<file path="config.mk">
export PLATFORM = sky130hd
export DESIGN_NAME = gbs_iou_unit
export DESIGN_NICKNAME = d
export VERILOG_FILES = /design/src/rtl/greedy_box_suppression_unit_assert.svh /design/src/rtl/gbs_pkg.sv /design/src/rtl/gbs_iou_unit.sv
export SDC_FILE = /design/constraint.sdc
export NUM_CORES = 2
export LEC_CHECK = 0
export BUFFER_PORTS_ARGS = -buffer_cell sky130_fd_sc_hd__buf_2
export CORE_MARGIN = 5
export CORE_UTILIZATION = 45
export CTS_CLUSTER_SIZE = 25
export DETAILED_ROUTE_END_ITERATION = 10
export PLACE_DENSITY_LB_ADDON = 0.08
export SYNTH_ARGS = -nofsm -noshare
export SYNTH_HDL_FRONTEND = slang
export SYNTH_SLANG_ARGS = --single-unit
</file>
<file path="constraint.sdc">
create_clock -name clk -period 18.55 [get_ports clk]
set_input_delay 3.71 -clock clk [delete_from_list [all_inputs] [get_ports clk]]
set_output_delay 3.71 -clock clk [all_outputs]
set_load 0.05 [all_outputs]
</file>
<file path="src/rtl/greedy_box_suppression_unit_assert.svh">
// ----------------------------------------------------------------------------
// Assertion macros for the greedy box suppression unit
// Immediate-consequence and next-cycle property checks, removable by ASSERT_OFF.
// ----------------------------------------------------------------------------
`ifndef GREEDY_BOX_SUPPRESSION_UNIT_ASSERT_SVH
`define GREEDY_BOX_SUPPRESSION_UNIT_ASSERT_SVH

`ifndef ASSERT_OFF
`define GBS_ASSERT_IMP(name, clk, rst_n, ante, cons, msg) \
    name: assert property (@(posedge clk) disable iff (!rst_n) (ante) |-> (cons)) \
        else $error(msg);
`define GBS_ASSERT_NEXT(name, clk, rst_n, ante, cons, msg) \
    name: assert property (@(posedge clk) disable iff (!rst_n) (ante) |=> (cons)) \
        else $error(msg);
`else
`define GBS_ASSERT_IMP(name, clk, rst_n, ante, cons, msg)
`define GBS_ASSERT_NEXT(name, clk, rst_n, ante, cons, msg)
`endif

`endif

</file>
<file path="src/rtl/gbs_pkg.sv">
`timescale 1ns / 1ps
// ----------------------------------------------------------------------------
// gbs_pkg
// Shared types and constants of the greedy box suppression unit.
// ----------------------------------------------------------------------------
package gbs_pkg;

    localparam int COORD_W  = 16;
    localparam int AREA_W   = 32;
    localparam int THR_W    = 16;
    localparam int UNION_W  = 33;
    localparam int PROD_W   = 49;
    localparam int PADDR_W  = 3;
    localparam int PDATA_W  = 32;
    localparam int COUNT_W  = 8;

    localparam logic [THR_W-1:0] THR_RESET = 16'd29491;

    localparam logic REG_IOU_THRESHOLD = 1'b0;

    typedef struct packed {
        logic signed [COORD_W-1:0] left_x;
        logic signed [COORD_W-1:0] top_y;
        logic signed [COORD_W-1:0] right_x;
        logic signed [COORD_W-1:0] bottom_y;
    } gbs_box_t;

    typedef struct packed {
        logic signed [COORD_W-1:0] left_x;
        logic signed [COORD_W-1:0] top_y;
        logic signed [COORD_W-1:0] right_x;
        logic signed [COORD_W-1:0] bottom_y;
        logic                      frame_end;
    } gbs_in_t;

    typedef struct packed {
        logic               keep_box;
        logic [COUNT_W-1:0] kept_count;
        logic               list_overflow;
        logic               frame_done;
    } gbs_out_t;

    typedef struct packed {
        logic              valid;
        logic              hit;
        logic [AREA_W-1:0] inter;
        logic              busy;
    } gbs_cmp_t;

    function automatic logic [COORD_W-1:0] extent(
        input logic signed [COORD_W-1:0] lo,
        input logic signed [COORD_W-1:0] hi
    );
        logic signed [COORD_W:0] diff;
        diff = {hi[COORD_W-1], hi} - {lo[COORD_W-1], lo};
        return (hi > lo) ? diff[COORD_W-1:0] : '0;
    endfunction

endpackage

</file>
<file path="src/rtl/gbs_iou_unit.sv">
`timescale 1ns / 1ps
// ----------------------------------------------------------------------------
// gbs_iou_unit
// Shared overlap unit: intersection area and threshold test, one pair a cycle.
// ----------------------------------------------------------------------------
module gbs_iou_unit (
    input  logic                        clk,
    input  logic                        rst_n,
    input  logic                        valid,
    input  gbs_pkg::gbs_box_t           cur_box,
    input  logic [gbs_pkg::AREA_W-1:0]  cur_area,
    input  gbs_pkg::gbs_box_t           other_box,
    input  logic [gbs_pkg::AREA_W-1:0]  other_area,
    input  logic [gbs_pkg::THR_W-1:0]   threshold,
    output gbs_pkg::gbs_cmp_t           cmp
);
    import gbs_pkg::*;

    logic [4:0] vld_reg;

    logic [COORD_W-1:0] ew_reg;
    logic [COORD_W-1:0] eh_reg;
    logic [AREA_W-1:0]  oa1_reg;
    logic [AREA_W-1:0]  inter2_reg;
    logic [AREA_W-1:0]  oa2_reg;
    logic [AREA_W-1:0]  inter3_reg;
    logic [UNION_W-1:0] uni3_reg;
    logic [AREA_W-1:0]  inter4_reg;
    logic [PROD_W-1:0]  prod4_reg;
    logic [AREA_W-1:0]  inter5_reg;
    logic               hit5_reg;

    logic signed [COORD_W-1:0] ov_l;
    logic signed [COORD_W-1:0] ov_t;
    logic signed [COORD_W-1:0] ov_r;
    logic signed [COORD_W-1:0] ov_b;

    always_comb
    begin
        ov_l = (cur_box.left_x   > other_box.left_x)   ? cur_box.left_x   : other_box.left_x;
        ov_t = (cur_box.top_y    > other_box.top_y)    ? cur_box.top_y    : other_box.top_y;
        ov_r = (cur_box.right_x  < other_box.right_x)  ? cur_box.right_x  : other_box.right_x;
        ov_b = (cur_box.bottom_y < other_box.bottom_y) ? cur_box.bottom_y : other_box.bottom_y;
    end

    always_ff @(posedge clk or negedge rst_n)
    begin
        if (!rst_n)
            vld_reg <= '0;
        else
            vld_reg <= {vld_reg[3:0], valid};
    end

    always_ff @(posedge clk)
    begin
        ew_reg     <= extent(ov_l, ov_r);
        eh_reg     <= extent(ov_t, ov_b);
        oa1_reg    <= other_area;
        inter2_reg <= AREA_W'(ew_reg) * AREA_W'(eh_reg);
        oa2_reg    <= oa1_reg;
        uni3_reg   <= {1'b0, cur_area} + {1'b0, oa2_reg} - {1'b0, inter2_reg};
        inter3_reg <= inter2_reg;
        prod4_reg  <= PROD_W'(threshold) * PROD_W'(uni3_reg);
        inter4_reg <= inter3_reg;
        hit5_reg   <= {1'b0, inter4_reg, 16'b0} > prod4_reg;
        inter5_reg <= inter4_reg;
    end

    assign cmp.valid = vld_reg[4];
    assign cmp.hit   = hit5_reg;
    assign cmp.inter = inter5_reg;
    assign cmp.busy  = |vld_reg;

endmodule

</file>
==> metrics <==
status complete, no violations; total clock sinks 312; DP Worst Slack just under 8 ns; vias in the first global route about 29,000; Synth area leaders fa_1, dfxtp_1, ha_1, inv_1, nand2_1; Post-Syn Instances 4,139; flops & latches, synth 312; Worst path most repeated cell fa_1; DIE HEIGHT 301.5 µm; die width 301.5 µm; antenna violations before repair 3; startpoint types input port; WHS 0.3196 ns; routed vias/inst 4.902; Tcrit/Tclk final 54.50%; Fin. Hold Viols 0; clock tree from TritonCTS done; via count 26,840; post-DP HPWL between 70,000 and 80,000 µm; post-route minimum period 10.11 ns; Crit. End Element register; Ports 246; final WL 95,490 µm; GRT Total Usage about 22%; PostCTS Resize Cnt 0; crit path buf inv count 6; Data arrival, critical path 10.52 ns; port bufs 245; Area growth syn-to-layout 9.024%; die area 90,900 µm²; Detail Route Antenna Nets 0; Initial Utilization 45.12%; CP max FO 33; RSZ-0062 raised after global routing false; critical path type in -> reg; DR DRC count 0; crit-path leading delay family adder cells; Post-synth top cells inv_1, fa_1, nand2_1; post-CTS setup buffers 0; Setup TNS 0 ns; nets 5,559; Skew-Pair Late Insertion Delay 0.55 ns; syn_area_per_cell 9.238 µm²; clock buffer count from CTS 35; DRT iter0 DRCs 1,057; Clock Tree Root clkbuf_16; Slew HR 32.47%; routability cong. ~0.86; crit-path cells buf_2, nand2_1, fa_1, inv_1, fa_1, inv_1, fa_1, inv_1, fa_1, fa_1, inv_1, fa_1, inv_1, ha_1, a21oi_1, o21ai_0, a221o_1, a21o_1, o311ai_2, a211oi_1, nor3_2, nor2_1, a311o_1, xnor2_1; Site Rows 107; Slew Limit Fails 0; post-cts hold buffer count 0; share of cells above drive strength 1 8.478%; crit path max-delay cell type buf_2; post-synth top area share 34.55%; clk buf depth 3; Placed Area around 40,000 µm²; fillcell total 8,317; Top FF cell, synth dfxtp_1; area leader, netlist fa_1; Post-synth EDFFs 0; count of cell types in the netlist 67; Pre-antenna DRT Iters 5; CP Data Required Time 18.96 ns; number of synthesis warnings 0; cell with the most instances after synthesis inv_1; hold crit path type reg -> reg; sequential share of the synthesized area between 10% and 20%; total gr overflow 0; total core area 84,750 µm²; final setup violation count 0; clock transition at the registers of the reported paths 0.06 ns; Netlist Area Pre-Place 38,240 µm²; async set-reset flop share out of synthesis between 1.5 and 2%; CTS HTree Levels 2; first-pass GRT wire length 156,000 µm; syn_nets 5,394; Highest Clock Rate 98.91 MHz; Slew @ Worst Pin 1.012 ns; final worst slack roughly 8.4 ns; largest net degree at the start of global routing 34; drt wl/cell 17.44 µm; CP max stage delay 0.61 ns; Clock Skew 0.02557 ns; fin area 41,690 µm²; max-cap violations 0; max reg flops 49
worst paths after layout:
check	to	startpoint	slack [ns]	cells after the start
setup / recovery	prod4_reg[48]$_DFF_P_	threshold[7]	8.44	24
hold / removal	inter4_reg[11]$_DFF_P_	inter3_reg[11]$_DFF_P_	0.32	0
setup reg to reg	prod4_reg[48]$_DFF_P_	uni3_reg[7]$_DFF_P_	11.32	23
hold reg to reg	inter4_reg[11]$_DFF_P_	inter3_reg[11]$_DFF_P_	0.32	0
max in group asynchronous	vld_reg[2]$_DFF_PN0_	rst_n	15.46	1
min in group asynchronous	vld_reg[0]$_DFF_PN0_	rst_n	2.96	1
layer usage:
layer / global-route usage (%) / up-vias / share of wire [%]
met5: 0 / - / 0.012
met1: 30.13 / 13290 / 46
met4: 3.699 / 2 / 1.6
met3: 3.297 / 90 / 5.1
met2: 36.36 / 514 / 47
li1: - / 12950 / -
through the flow:
step	utilization, %	instances
final	49.19	5475
after global routing	49.19	5474
after CTS	49.19	5473
after detailed placement	47.76	5411
after global placement	47.76	5411
after floorplan	-	4139
cell usage in the layout (no fill, tap or decap), types with 6 or more instances in the layout:
master | Yosys | final
a211oi_1 | 12 | 12
a21boi_0 | 6 | 6
a21o_1 | 97 | 97
a21oi_1 | 133 | 133
a221o_1 | 7 | 7
a31oi_1 | 18 | 18
a41oi_1 | 6 | 6
and2_1 | 305 | 305
and3_1 | 16 | 16
and4_1 | 7 | 7
buf_2 | 2 | 245
buf_4 | 4 | 14
clkbuf_16 | 0 | 36
dfxtp_1 | 307 | 307
fa_1 | 660 | 660
ha_1 | 384 | 384
inv_1 | 932 | 932
mux2_2 | 25 | 25
mux2_4 | 8 | 8
mux2i_1 | 34 | 34
nand2_1 | 536 | 536
nand2b_1 | 20 | 20
nand3_1 | 26 | 26
nand4_1 | 26 | 26
nor2_1 | 95 | 95
nor2b_1 | 24 | 24
nor3_1 | 24 | 24
o211ai_1 | 8 | 8
o21a_1 | 19 | 19
o21ai_0 | 55 | 55
o21ai_1 | 9 | 9
o21bai_1 | 14 | 14
or3_1 | 7 | 7
xnor2_1 | 75 | 75
xor2_1 | 47 | 47
worst reg2reg max path: stages (launching register included):
cell and delay, ns:
dfxtp_1 0.93, nand2_1 0.21, fa_1 0.58, inv_1 0.05, fa_1 0.50, inv_1 0.06, fa_1 0.52, inv_1 0.05
fa_1 0.39, fa_1 0.51, inv_1 0.05, fa_1 0.47, inv_1 0.04, ha_1 0.34, a21oi_1 0.15, o21ai_0 0.14
a221o_1 0.32, a21o_1 0.22, o311ai_2 0.43, a211oi_1 0.18, nor3_2 0.40, nor2_1 0.11, a311o_1 0.34, xnor2_1 0.13
cells by family (layout without fill, tap and decap cells):
family | after synthesis | count (layout) | synth area share, %
xor+xnor | 122 | 122 | 2.794
simple gates | 1106 | 1106 | 13.91
other cells | 0 | 2 | 0
compound gates | 425 | 425 | 7.277
buf+inv | 1063 | 1253 | 10.56
flops | 312 | 312 | 16.40
fa+ha+maj | 1044 | 1044 | 47.12
mux | 67 | 67 | 1.940
area by class of cell:
class | count | area (µm²) | share of cell area (%)
Inverter | 932 | 3498 | 8.392
Clock buffer | 41 | 959.7 | 2.302
Tap cell | 1144 | 1431 | 3.433
Clock inverter | 21 | 254.0 | 0.6093
Multi-Input combinational cell | 2764 | 27940 | 67.02
Antenna cell | 2 | 5.005 | 0.01201
Sequential cell | 312 | 6271 | 15.04
Timing Repair Buffer | 259 | 1331 | 3.193
Power is not shown: default switching activity piles up to over one toggle a cycle in this logic, so the estimate is an artifact.
